### src/sv/oll_pkg.sv
package oll_pkg;

  localparam int DATA_W       = 32;
  localparam int KIND_W       = 3;
  localparam int POS_W        = 9;
  localparam int STATUS_W     = 3;
  localparam int WHERE_W      = 8;
  localparam int COUNT_W      = 9;
  localparam int CAPACITY_DEF = 16;

  typedef enum logic [KIND_W-1:0] {
    K_INS_FRONT = 3'd0,
    K_INS_BACK  = 3'd1,
    K_INS_AFTER = 3'd2,
    K_DEL_FRONT = 3'd3,
    K_DEL_BACK  = 3'd4,
    K_DEL_AT    = 3'd5,
    K_SEARCH    = 3'd6
  } kind_t;

  typedef enum logic [STATUS_W-1:0] {
    ST_OK        = 3'd0,
    ST_EMPTY     = 3'd1,
    ST_RANGE     = 3'd2,
    ST_INVALID   = 3'd3,
    ST_FULL      = 3'd4,
    ST_NOT_FOUND = 3'd5
  } status_t;

  typedef enum logic [1:0] {
    CELL_HOLD = 2'd0,
    CELL_ROT  = 2'd1,
    CELL_INS  = 2'd2,
    CELL_DEL  = 2'd3
  } cell_op_t;

  // Broadcast to every cell of the chain.
  typedef struct packed {
    cell_op_t                  op;
    logic [WHERE_W-1:0]        idx;
    logic signed [DATA_W-1:0]  val;
  } cell_ctl_t;

  typedef struct packed {
    status_t                   status;
    logic [WHERE_W-1:0]        where;
    logic signed [DATA_W-1:0]  item;
    logic [COUNT_W-1:0]        count;
  } rslt_t;

endpackage

### src/sv/oll_cell.sv
module oll_cell
  import oll_pkg::*;
#(
  parameter int INDEX = 0
) (
  input  logic                     clk,
  input  cell_ctl_t                ctl,
  input  logic signed [DATA_W-1:0] left,
  input  logic signed [DATA_W-1:0] right,
  output logic signed [DATA_W-1:0] q
);

  localparam logic [WHERE_W-1:0] MY = WHERE_W'(INDEX);

  logic signed [DATA_W-1:0] q_next;

  always_comb begin
    q_next = q;
    case (ctl.op)
      CELL_ROT: begin
        q_next = right;
      end
      CELL_INS: begin
        if (MY == ctl.idx) begin
          q_next = ctl.val;
        end else if (MY > ctl.idx) begin
          q_next = left;
        end
      end
      CELL_DEL: begin
        // close the gap: everything at or after the hole moves toward the front
        if (MY >= ctl.idx) begin
          q_next = right;
        end
      end
      default: begin
        q_next = q;
      end
    endcase
  end

  always_ff @(posedge clk) begin
    q <= q_next;
  end

endmodule

### src/sv/oll_obuf.sv
module oll_obuf
  import oll_pkg::*;
(
  input  logic  clk,
  input  logic  rst,
  input  logic  push,
  input  rslt_t push_d,
  output logic  full,
  output logic  out_valid,
  input  logic  out_stall,
  output rslt_t out_d
);

  logic  main_v;
  logic  skid_v;
  rslt_t main_d;
  rslt_t skid_d;
  logic  pop;

  assign pop       = main_v && !out_stall;
  assign full      = main_v && skid_v;
  assign out_valid = main_v;
  assign out_d     = main_d;

  always_ff @(posedge clk) begin
    if (rst) begin
      main_v <= 1'b0;
      skid_v <= 1'b0;
    end else begin
      if (!main_v || pop) begin
        if (skid_v) begin
          main_v <= 1'b1;
          main_d <= skid_d;
          skid_v <= push;
          skid_d <= push_d;
        end else begin
          main_v <= push;
          main_d <= push_d;
        end
      end else if (push) begin
        // main is stalled: park the new item
        skid_v <= 1'b1;
        skid_d <= push_d;
      end
    end
  end

endmodule

### src/sv/ordered_list_engine.sv
// Ordered list of up to CAPACITY signed 32-bit values, held in a chain of
// cells (cell 0 is the front). Each request gives exactly one result with
// a status, the position touched, the value touched and the new count.
// Delete-back, delete-at and search scan the chain, which turns once around
// as a ring, one entry passing cell 0 per cycle where it is read or compared;
// then the finish state closes the gap (not for a search) and issues the
// result. One request is worked on at a time. Results go through a two-deep
// output buffer, so a new request is taken while an earlier result still
// waits downstream. Entries are not cleared at reset; only entries below the
// count are ever read.
module ordered_list_engine
  import oll_pkg::*;
#(
  parameter int CAPACITY = CAPACITY_DEF
) (
  input  logic                      clk,
  input  logic                      rst,
  input  logic                      in_valid,
  output logic                      in_stall,
  input  logic [KIND_W-1:0]         kind,
  input  logic signed [DATA_W-1:0]  value,
  input  logic signed [POS_W-1:0]   position,
  output logic                      out_valid,
  input  logic                      out_stall,
  output logic [STATUS_W-1:0]       status,
  output logic [WHERE_W-1:0]        where,
  output logic signed [DATA_W-1:0]  item,
  output logic [COUNT_W-1:0]        count
);

  localparam int IDX_W = $clog2(CAPACITY);
  localparam int CNT_W = $clog2(CAPACITY + 1);
  localparam logic [IDX_W-1:0] LAST = IDX_W'(CAPACITY - 1);
  localparam logic [CNT_W-1:0] FULL_CNT = CNT_W'(CAPACITY);

  typedef enum logic [2:0] {
    S_IDLE   = 3'b001,
    S_SCAN   = 3'b010,
    S_FINISH = 3'b100
  } state_t;

  state_t                   state, state_next;
  logic [CNT_W-1:0]         occ, occ_next;
  logic [IDX_W-1:0]         step, step_next;
  logic [IDX_W-1:0]         target;
  logic                     is_search;
  logic signed [DATA_W-1:0] req_val;
  logic                     found;
  logic [IDX_W-1:0]         hit_pos;
  logic signed [DATA_W-1:0] hit_val;

  logic                     accept;
  logic                     obuf_full;
  logic                     push;
  rslt_t                    res;
  rslt_t                    res_out;
  cell_ctl_t                ctl;
  logic signed [DATA_W-1:0] cell_q [CAPACITY];

  logic                     empty;
  logic                     full;
  logic                     pneg;
  logic [WHERE_W-1:0]       pos_u;
  logic                     pos_in;
  logic                     do_ins;
  logic [IDX_W-1:0]         ins_idx;
  logic                     do_scan;
  logic [IDX_W-1:0]         scan_tgt;
  logic                     scan_search;
  logic                     step_in;
  logic                     scan_hit;

  assign in_stall = (state != S_IDLE) || obuf_full;
  assign accept   = in_valid && !in_stall;
  assign empty    = (occ == '0);
  assign full     = (occ == FULL_CNT);
  assign pneg     = position[POS_W-1];
  assign pos_u    = position[POS_W-2:0];
  assign pos_in   = (COUNT_W'(pos_u) < COUNT_W'(occ));
  assign step_in  = (CNT_W'(step) < occ);

  // cell chain, closed into a ring for the scan
  for (genvar i = 0; i < CAPACITY; i++) begin : g_cell
    oll_cell #(
      .INDEX(i)
    ) u_cell (
      .clk  (clk),
      .ctl  (ctl),
      .left ((i == 0) ? ctl.val : cell_q[(i + CAPACITY - 1) % CAPACITY]),
      .right(cell_q[(i + 1) % CAPACITY]),
      .q    (cell_q[i])
    );
  end

  always_comb begin
    state_next  = state;
    step_next   = step;
    occ_next    = occ;
    push        = 1'b0;
    do_ins      = 1'b0;
    ins_idx     = '0;
    do_scan     = 1'b0;
    scan_tgt    = '0;
    scan_search = 1'b0;
    ctl.op      = CELL_HOLD;
    ctl.idx     = '0;
    ctl.val     = value;
    res.status  = ST_OK;
    res.where   = '0;
    res.item    = '0;
    res.count   = COUNT_W'(occ);

    case (state)
      S_IDLE: begin
        if (accept) begin
          case (kind)
            K_INS_FRONT: begin
              if (full) begin
                res.status = ST_FULL;
              end else begin
                do_ins = 1'b1;
              end
            end
            K_INS_BACK: begin
              if (full) begin
                res.status = ST_FULL;
              end else begin
                do_ins  = 1'b1;
                ins_idx = occ[IDX_W-1:0];
              end
            end
            K_INS_AFTER: begin
              if (empty) begin
                do_ins = 1'b1;
              end else if (full) begin
                res.status = ST_FULL;
              end else if (pneg) begin
                res.status = ST_INVALID;
              end else if (!pos_in) begin
                res.status = ST_RANGE;
              end else begin
                do_ins  = 1'b1;
                ins_idx = pos_u[IDX_W-1:0] + 1'b1;
              end
            end
            K_DEL_FRONT: begin
              if (empty) begin
                res.status = ST_EMPTY;
              end else begin
                ctl.op    = CELL_DEL;
                res.item  = cell_q[0];
                occ_next  = occ - 1'b1;
                res.count = COUNT_W'(occ_next);
              end
            end
            K_DEL_BACK: begin
              if (empty) begin
                res.status = ST_EMPTY;
              end else begin
                do_scan  = 1'b1;
                scan_tgt = IDX_W'(occ - 1'b1);
              end
            end
            K_DEL_AT: begin
              if (empty) begin
                res.status = ST_EMPTY;
              end else if (pneg) begin
                res.status = ST_INVALID;
              end else if (!pos_in) begin
                res.status = ST_RANGE;
              end else begin
                do_scan  = 1'b1;
                scan_tgt = pos_u[IDX_W-1:0];
              end
            end
            K_SEARCH: begin
              if (empty) begin
                res.status = ST_EMPTY;
              end else begin
                do_scan     = 1'b1;
                scan_search = 1'b1;
              end
            end
            default: begin
              res.status = ST_INVALID;
            end
          endcase

          if (do_ins) begin
            ctl.op    = CELL_INS;
            ctl.idx   = WHERE_W'(ins_idx);
            res.where = WHERE_W'(ins_idx);
            res.item  = value;
            occ_next  = occ + 1'b1;
            res.count = COUNT_W'(occ_next);
          end

          if (do_scan) begin
            state_next = S_SCAN;
          end else begin
            push = 1'b1;
          end
        end
      end
      S_SCAN: begin
        ctl.op    = CELL_ROT;
        step_next = step + 1'b1;
        if (step == LAST) begin
          step_next  = '0;
          state_next = S_FINISH;
        end
      end
      S_FINISH: begin
        push       = 1'b1;
        state_next = S_IDLE;
        if (is_search) begin
          if (found) begin
            res.where = WHERE_W'(hit_pos);
            res.item  = req_val;
          end else begin
            res.status = ST_NOT_FOUND;
          end
        end else begin
          ctl.op    = CELL_DEL;
          ctl.idx   = WHERE_W'(target);
          res.where = WHERE_W'(target);
          res.item  = hit_val;
          occ_next  = occ - 1'b1;
          res.count = COUNT_W'(occ_next);
        end
      end
      default: begin
        state_next = S_IDLE;
      end
    endcase
  end

  always_ff @(posedge clk) begin
    if (rst) begin
      state <= S_IDLE;
      occ   <= '0;
      step  <= '0;
      found <= 1'b0;
    end else begin
      state <= state_next;
      occ   <= occ_next;
      step  <= step_next;
      if (do_scan) begin
        found <= 1'b0;
      end else if (state == S_SCAN && scan_hit) begin
        found <= 1'b1;
      end
    end
  end

  assign scan_hit = is_search && !found && step_in && (cell_q[0] == req_val);

  always_ff @(posedge clk) begin
    if (do_scan) begin
      target    <= scan_tgt;
      is_search <= scan_search;
      req_val   <= value;
    end
    if (state == S_SCAN) begin
      // the entry at position step sits in cell 0 now
      if (step == target) begin
        hit_val <= cell_q[0];
      end
      if (scan_hit) begin
        hit_pos <= step;
      end
    end
  end

  oll_obuf u_obuf (
    .clk      (clk),
    .rst      (rst),
    .push     (push),
    .push_d   (res),
    .full     (obuf_full),
    .out_valid(out_valid),
    .out_stall(out_stall),
    .out_d    (res_out)
  );

  assign status = res_out.status;
  assign where  = res_out.where;
  assign item   = res_out.item;
  assign count  = res_out.count;

`ifndef SYNTHESIS
  a_occ_bound: assert property (@(posedge clk) disable iff (rst)
    occ <= FULL_CNT)
    else $error("occupancy above capacity");

  a_push_room: assert property (@(posedge clk) disable iff (rst)
    push |-> !obuf_full)
    else $error("result pushed into a full buffer");

  a_occ_step: assert property (@(posedge clk) disable iff (rst)
    !$past(rst) |-> (occ == $past(occ) || occ == $past(occ) + 1'b1 ||
                     occ + 1'b1 == $past(occ)))
    else $error("occupancy moved by more than one");

  a_step_idle: assert property (@(posedge clk) disable iff (rst)
    state != S_SCAN |-> step == '0)
    else $error("scan step not parked outside a scan");
`endif

endmodule
### config.mk
export PLATFORM = sky130hd
export DESIGN_NAME = ordered_list_engine
export DESIGN_NICKNAME = d
export VERILOG_FILES = /design/src/sv/oll_pkg.sv /design/src/sv/oll_cell.sv /design/src/sv/oll_obuf.sv /design/src/sv/ordered_list_engine.sv
export SDC_FILE = /design/constraint.sdc
export NUM_CORES = 2
export LEC_CHECK = 0
export BUFFER_PORTS_ARGS = -buffer_cell sky130_fd_sc_hd__buf_4
export CORE_UTILIZATION = 28
export CTS_BUF_LIST = sky130_fd_sc_hd__clkbuf_8
export DETAILED_ROUTE_END_ITERATION = 8
export PLACE_DENSITY = 0.47
export SYNTH_ARGS = -nofsm -noshare
export SYNTH_HDL_FRONTEND = slang
export SYNTH_SLANG_ARGS = --single-unit
export TNS_END_PERCENT = 20
### constraint.sdc
create_clock -name clk -period 9.4 [get_ports clk]
set_clock_uncertainty 0.2 [all_clocks]
set_input_delay 0.47 -clock clk [delete_from_list [all_inputs] [get_ports clk]]
set_output_delay 0.47 -clock clk [all_outputs]
set_load 0.01 [all_outputs]
Word level (Yosys, flattened, before mapping)
Cells that the tools add are included.

Equal/unequal tests: 71. $add $sub $neg: 4. Div/mod/pow operators: 0. Bitwise operators: 1. Magnitude comparators: 34. Shift operators: 0. Reductions and logical operators: 47. Mux-type cells: 137. Multiply operators: 0.

Operators with widths (count): two-way mux 32 bit (48); case mux 32 bit (3 select lines) (16); two-way mux 52 bit (5); case mux 52 bit (2 select lines) (1); two-way mux 41 bit (2); two-way mux 36 bit (2); equality test 4 x 8 -> 1 bit (first input constant) (8); greater-or-equal comparator 4 x 8 -> 1 bit (first input constant) (8); > comparator 4 x 8 -> 1 bit (first input constant) (8); AND reduction 3 bit (19); != test 3 x 1 -> 1 bit (second input constant) (17); two-way mux 45 bit (1); two-way mux 4 bit (10); != test 2 x 1 -> 1 bit (second input constant) (17); equality test 3 x 8 -> 1 bit (first input constant) (4); equality test 32 bit (1); greater-or-equal comparator 3 x 8 -> 1 bit (first input constant) (4); > comparator 3 x 8 -> 1 bit (first input constant) (4); two-way mux 10 bit (3); two-way mux 5 bit (6); two-way mux 3 bit (9); two-way mux 1 bit (20); equality test 2 x 8 -> 1 bit (first input constant) (2); greater-or-equal comparator 1 x 8 -> 1 bit (first input constant) (2); 41 further kinds (77).

Latch bits: 0. Memories kept: 0. Memory bits (read-only): 0. RAM bits: 0. Output and inout port bits: 54. Logic and storage cells: 329. Bits in registers: 704.

Depth between registers and ports, before layout
Depth in word-level cells: 15. Depth in mapped cells: 13. Depth with buffers taken out: 10.

Hierarchy
Synthesis repeated with hierarchy kept, for this count alone.

Cells, all modules: 3616. Area total of the unflattened synthesis: 39006.2 µm².

By module, submodules not included: ordered_list_engine (area an instance 4829.6 µm², cells an instance 466, sequential area each 2452.4 µm², instances 1); oll_obuf (area an instance 4010.1 µm², cells an instance 174, sequential area each 3163.0 µm², instances 1); oll_cell at g_cell[1].u_cell (area an instance 2089.5 µm², cells an instance 146, sequential area each 960.9 µm², instances 1); oll_cell at g_cell[6].u_cell (area an instance 2034.5 µm², cells an instance 192, sequential area each 960.9 µm², instances 1); oll_cell at g_cell[4].u_cell (area an instance 1943.1 µm², cells an instance 191, sequential area each 960.9 µm², instances 1); oll_cell at g_cell[3].u_cell (area an instance 1923.1 µm², cells an instance 187, sequential area each 960.9 µm², instances 1); oll_cell at g_cell[7].u_cell (area an instance 1898.1 µm², cells an instance 190, sequential area each 960.9 µm², instances 1); oll_cell at g_cell[12].u_cell (area an instance 1884.3 µm², cells an instance 189, sequential area each 960.9 µm², instances 1); oll_cell at g_cell[10].u_cell (area an instance 1875.5 µm², cells an instance 188, sequential area each 960.9 µm², instances 1); oll_cell at g_cell[14].u_cell (area an instance 1873.0 µm², cells an instance 189, sequential area each 960.9 µm², instances 1); oll_cell at g_cell[15].u_cell (area an instance 1871.8 µm², cells an instance 186, sequential area each 960.9 µm², instances 1); oll_cell at g_cell[13].u_cell (area an instance 1870.5 µm², cells an instance 187, sequential area each 960.9 µm², instances 1); oll_cell at g_cell[11].u_cell (area an instance 1855.5 µm², cells an instance 187, sequential area each 960.9 µm², instances 1); oll_cell at g_cell[2].u_cell (area an instance 1855.5 µm², cells an instance 193, sequential area each 960.9 µm², instances 1); +4 rows.

Worst setup path after synthesis
No wires, ideal clock.

Path kind: register to register. From: register occ[0]. To: register g_cell[12].u_cell.q[0] (enable). Data arrival time: 5370 ps. Buffers on the path: 2. Library setup time: 424 ps. Clock period less this slack: 5994 ps. Slack: 3406 ps. Stages on the path, launching flop included: 12. Cells stage by stage: dfxtp_1 buf_2 inv_1 ha_1 or4b_1 buf_2 and3_1 o211a_2 nor2_4 o21ai_0 a21oi_1 nor2b_1.

Word-level cells in the longest chain between the ends: 14. Elaborated cells between the ends (all ways): 33. Classes of those cells: 3 x order compare; 7 x eq/ne; 20 x mux; 3 x reduce/logical.

RTL lines: start, declared (line ordered_list_engine.sv:43) `logic [CNT_W-1:0] occ, occ_next;`; start signal, assigned (line ordered_list_engine.sv:246) `occ <= occ_next;`; < comparator 8 x 5 -> 1 bit (line ordered_list_engine.sv:79) `assign pos_in = (COUNT_W'(pos_u) < COUNT_W'(occ));`; two-way mux 1 bit (line ordered_list_engine.sv:139) `end else if (!pos_in) begin`; two-way mux 1 bit (line ordered_list_engine.sv:137) `end else if (pneg) begin`; two-way mux 1 bit (line ordered_list_engine.sv:135) `end else if (full) begin`; two-way mux 1 bit (line ordered_list_engine.sv:133) `if (empty) begin`; case mux 1 bit (2 select lines) (line ordered_list_engine.sv:116) `case (kind)`; two-way mux 1 bit (line ordered_list_engine.sv:115) `if (accept) begin`; two-way mux 1 bit (line ordered_list_engine.sv:113) `case (state)`; two-way mux 10 bit * (line ordered_list_engine.sv:189) `if (do_ins) begin`; two-way mux 10 bit * (line ordered_list_engine.sv:115); case mux 8 bit (2 select lines) / case mux 2 bit (3 select lines) (equally long branches) (line ordered_list_engine.sv:113); > comparator 4 x 8 -> 1 bit (tied with other cells) (line oll_cell.sv:26) `end else if (MY > ctl.idx) begin`; != test 3 x 1 -> 1 bit (no line) (tied with other cells); AND reduction 3 bit (no line) *; end signal, assigned (line oll_cell.sv:43) `q <= q_next;`; end, declared (line oll_cell.sv:10) `output logic signed [DATA_W-1:0] q`.

Every way passes the cells marked *; elsewhere a longest branch is shown, timed or not. The select of a mux whose other input is x is not followed. A chain may end at the register's enable or synchronous reset.

Worst setup path after layout
From: register u_obuf.skid_v. To: register g_cell[1].u_cell.q[30] (enable).

Word-level cells in the longest chain between the ends: 9. Elaborated cells between the ends (all ways): 17. Classes of those cells: 2 x order compare; 6 x eq/ne; 3 x mux; 6 x reduce/logical.

RTL lines: start, declared (line oll_obuf.sv:15) `logic skid_v;`; start signal, assigned (line oll_obuf.sv:34) `skid_v <= push;`; logical AND 1 bit * (line oll_obuf.sv:21) `assign full = main_v && skid_v;`; logical OR 1 bit * (line ordered_list_engine.sv:73) `assign in_stall = (state != S_IDLE) || obuf_full;`; zero test 1 bit * (line ordered_list_engine.sv:74) `assign accept = in_valid && !in_stall;`; logical AND 1 bit * (line ordered_list_engine.sv:74); two-way mux 10 bit * (line ordered_list_engine.sv:115); case mux 8 bit (2 select lines) / case mux 2 bit (3 select lines) (equally long branches) (line ordered_list_engine.sv:113); > comparator 1 x 8 -> 1 bit (tied with other cells) (line oll_cell.sv:26); != test 3 x 1 -> 1 bit (no line) (tied with other cells); AND reduction 3 bit (no line) *; end signal, assigned (line oll_cell.sv:43); end, declared (line oll_cell.sv:10).

Every way passes the cells marked *; elsewhere a longest branch is shown, timed or not.

==> summary.md <==
| Metric | Value |
|---|---|
| DRC Markers | `0` |
| CTS Buf Count | `114` |
| P_int | `5.18 mW` |
| GP Congestion | `~0.83` |
| Synthesized instance count | `2724` |
| Ys Warns | `0` |
| Gate power share | `a little over an eighth` |
| Fin crit share | `around three fifths` |
| R2R Setup Slk | `around 3.8 ns` |
| Hold Vio Cnt, Final | `0` |
| Die X-Extent | `approximately 340 µm` |
| Flop pwr share | `a little over half` |
| Ys async rst share | `0%` |
| Register area share after synthesis | `64.3%` |
| Worst min path class | `input pin to flip-flop` |
| Hpwl dp | `around 67000 µm` |
| Max Slew Vio Count | `0` |
| Peak Freq | `around 180 MHz` |
| Fin util | `32.5%` |
| Hold Path Cell Cnt | `3` |
| Synthesized area | `0.0319 mm²` |
| Status | `finished clean` |
| Setup TNS | `0 ns` |
| Top Ports | `between 100 and 150` |
| Beginning of the worst hold path | `kind[2]` |
| Met2 WL post-DR | `~55000 µm` |
| Max_cap viols | `0` |
| Grt ovf | `0` |
| Clock Pin Slew Worst Setup and Hold Paths | `approximately 0.060 ns` |
| R2R Path Start | `u_obuf.skid_v$_SDFFE_PP0P_` |
| Layout cells sized above 1 | `between 10 and 15%` |
| Commonest non-fill, non-tap cell in the layout | `edfxtp_1` |
| H-tree levels | `3` |
| DP Area | `around 0.034 mm²` |
| Drt first pass iters | `6` |
| Routed wire per std cell | `roughly 27 µm` |
| Slew margin rel. | `around a quarter` |
| Met3 WL post-DR | `about 8700 µm` |
| Vias per inst | `5.58` |
| Final instance area | `~0.037 mm²` |
| Via count | `24600` |
| Netlist cell types | `73` |
| Post-synthesis register bit count | `688` |
| CP Capture Type | `flip-flop` |
| Main synth FF type | `edfxtp_1` |
| Die ar. | `between 0.1 and 0.15 mm²` |
| GRT Total Usage | `19.9%` |
| Number of synthesized flops with an enable pin | `673` |
| Min-Delay Endpoint | `is_search$_SDFFCE_PN0P_` |
| CP arrival | `slightly below 6 ns` |
| CP Data Required Time | `between 9 and 10 ns` |
| Crit-path max FO | `48` |
| Crit path kind | `flip-flop to flip-flop` |
| Leak | `between 10 and 15 nW` |
| Vias in the first global route | `around 23000` |
| Net switching power | `approximately 2 mW` |
| Nets | `between 2000 and 3000` |
| CTS tree | `built` |
| Initial antenna violation count | `1` |
| Area grow syn2layout | `14.9%` |
| Post-CTS Resized | `0` |
| Worst IR Drop VDD | `about 0.11 mV` |
| CTS sink cnt | `688` |
| DR top layer | `met4` |
| Skew-Pair Late Insertion Delay | `around 0.75 ns` |
| Fillers | `11300` |
| Commonest non-fill, non-tap cells in the layout | `edfxtp_1 (673), nand2_1 (393), a21oi_1 (300)` |
| Core area | `0.113 mm²` |
| Switching share of power | `between 20 and 30%` |
| M1 WL | `approximately 52000 µm` |
| Initial DRC Count | `approximately 2800` |
| Initial Utilization | `between 20% and 30%` |
| PortBufs | `93` |
| PwrDens | `~200 mW/mm²` |
| Worst Setup Start Kind | `flip-flop` |
| CTS root buf | `clkbuf_8` |
| RSZ-0062 raised after global routing | `false` |
| Die Ht | `~340 µm` |
| Largest net degree at the start of global routing | `around 170` |
| Worst r2r dst | `g_cell[1].u_cell.q[30]$_DFFE_PP_` |
| Remaining antenna violation count | `0` |
| Final Setup Violations | `0` |
| Maximum root-to-sink buffer count | `3` |
| Drt total wl | `approximately 120000 µm` |
| Global-route wire length before repair | `between 150000 and 200000 µm` |
| Fin crit period | `5.65 ns` |
| Synthesized area per cell | `11.7 µm²` |
| Worst-case reg-to-reg path depth | `12` |
| Core Rows | `around 120` |
| Clock share of power | `34.4%` |
| Worst-Margin Slew | `1.15 ns` |
[through the flow]
step | hold slack, ns | total power [mW] | cells | worst slack, ns
3_3_place_gp | 0.312 | 4.78 | 4164 | 3.72
4_1_cts | 0.0117 | 7.28 | 4410 | 3.66
2_1_floorplan | 0.273 | 4.40 | 2731 | 3.41
5_1_grt | 0.0687 | 7.50 | 4411 | 3.51
6_report | 0.0922 | 7.24 | 4411 | 3.75
3_5_place_dp | 0.313 | 4.79 | 4164 | 3.70
[state kept, by name, summed over array words and instances (netlist names)]
signal,cells
is_search,1
u_obuf.skid_v,1
g_cell.u_cell.q,512
step,4
u_obuf.out_d,44
req_val,32
u_obuf.out_valid,1
hit_val,32
occ,5
found,1
hit_pos,4
target,4
u_obuf.skid_d,44
state,3
[kinds of logic after synthesis]
| kind of cell | share of synthesized area, % |
|---|---|
| fa+ha+maj | 0.502 |
| xor+xnor | 1.15 |
| mux | 1.55 |
| buf+inv | 3.44 |
| compound gates | 17.7 |
| other cells | 0.0117 |
| flops | 64.3 |
| simple gates | 11.3 |
[worst max-delay path by stage]
stage	to	cells after the start	start
after floorplan	g_cell[12].u_cell.q[0]$_DFFE_PP_	11	occ[0]$_SDFFE_PP0P_
after global placement	g_cell[1].u_cell.q[17]$_DFFE_PP_	12	u_obuf.skid_v$_SDFFE_PP0P_
after detailed placement	g_cell[1].u_cell.q[17]$_DFFE_PP_	12	u_obuf.skid_v$_SDFFE_PP0P_
after CTS	g_cell[1].u_cell.q[22]$_DFFE_PP_	12	u_obuf.skid_v$_SDFFE_PP0P_
after global routing	g_cell[1].u_cell.q[22]$_DFFE_PP_	12	u_obuf.skid_v$_SDFFE_PP0P_
final	g_cell[1].u_cell.q[30]$_DFFE_PP_	12	u_obuf.skid_v$_SDFFE_PP0P_
[layer usage]
metal | vias up | GRT usage [%]
li1 | 10800 | -
met1 | 12500 | 27.8
met2 | 1174 | 32.0
met3 | 165 | 3.32
met4 | 0 | 4.66
met5 | - | 0
[Yosys cell counts (all sizes together), types with 12 or more instances]
| cell | number | area share, % |
|---|---|---|
| edfxtp | 673 | 63 |
| nand2 | 395 | 4.7 |
| a21oi | 302 | 4.7 |
| o22ai | 258 | 5.1 |
| o211ai | 208 | 4.9 |
| nand3 | 205 | 3.2 |
| nor2 | 153 | 1.8 |
| buf | 141 | 2.3 |
| clkbuf | 81 | 0.95 |
| mux2 | 43 | 1.5 |
| a222oi | 32 | 1.0 |
| xor2 | 27 | 0.74 |
| o21ai | 22 | 0.40 |
| dfxtp | 15 | 0.94 |
| xnor2 | 15 | 0.41 |
| and2 | 14 | 0.27 |
| nor3 | 13 | 0.28 |
| ha | 12 | 0.47 |
| inv | 12 | 0.14 |
[what timing repair did]
action | in CTS | in global routing
hold endpoints to repair | 128 | 0
buffers inserted | 0 | 0
hold buffers | 39 | 0
[area by class of cell]
type | count | area (µm²) | area share (%)
clock buffer | 116 | 1600 | 4.35
timing repair buffer | 194 | 1590 | 4.34
tap | 1500 | 1880 | 5.12
clock inverter | 91 | 443 | 1.21
inverter | 12 | 45.0 | 0.123
multi-input combinational | 1809 | 10600 | 28.9
antenna | 1 | 2.50 | 0.00682
sequential | 688 | 20500 | 55.9
[critical path: stages (launching register included)]
cell      delay [ns]
dfxtp_2         0.31
buf_4           0.35
a21boi_2        0.39
and2_1          0.43
and3_2          0.25
buf_4           0.54
nor2_1          0.15
and3_1          0.44
inv_2           0.10
buf_4           0.55
nand2_1         0.34
nor2_4          0.73
buf_4           0.47
[power groups by stage]
| stage | clock network, mW | registers (mW) | logic, mW |
|---|---|---|---|
| floorplan | 0 | 3.83 | 0.567 |
| global placement | 0 | 3.87 | 0.914 |
| detailed placement | 0 | 3.87 | 0.920 |
| CTS | 2.54 | 3.81 | 0.935 |
| global route | 2.65 | 3.83 | 1.01 |
| finish | 2.49 | 3.81 | 0.940 |
(Power assumes the default switching activity.)
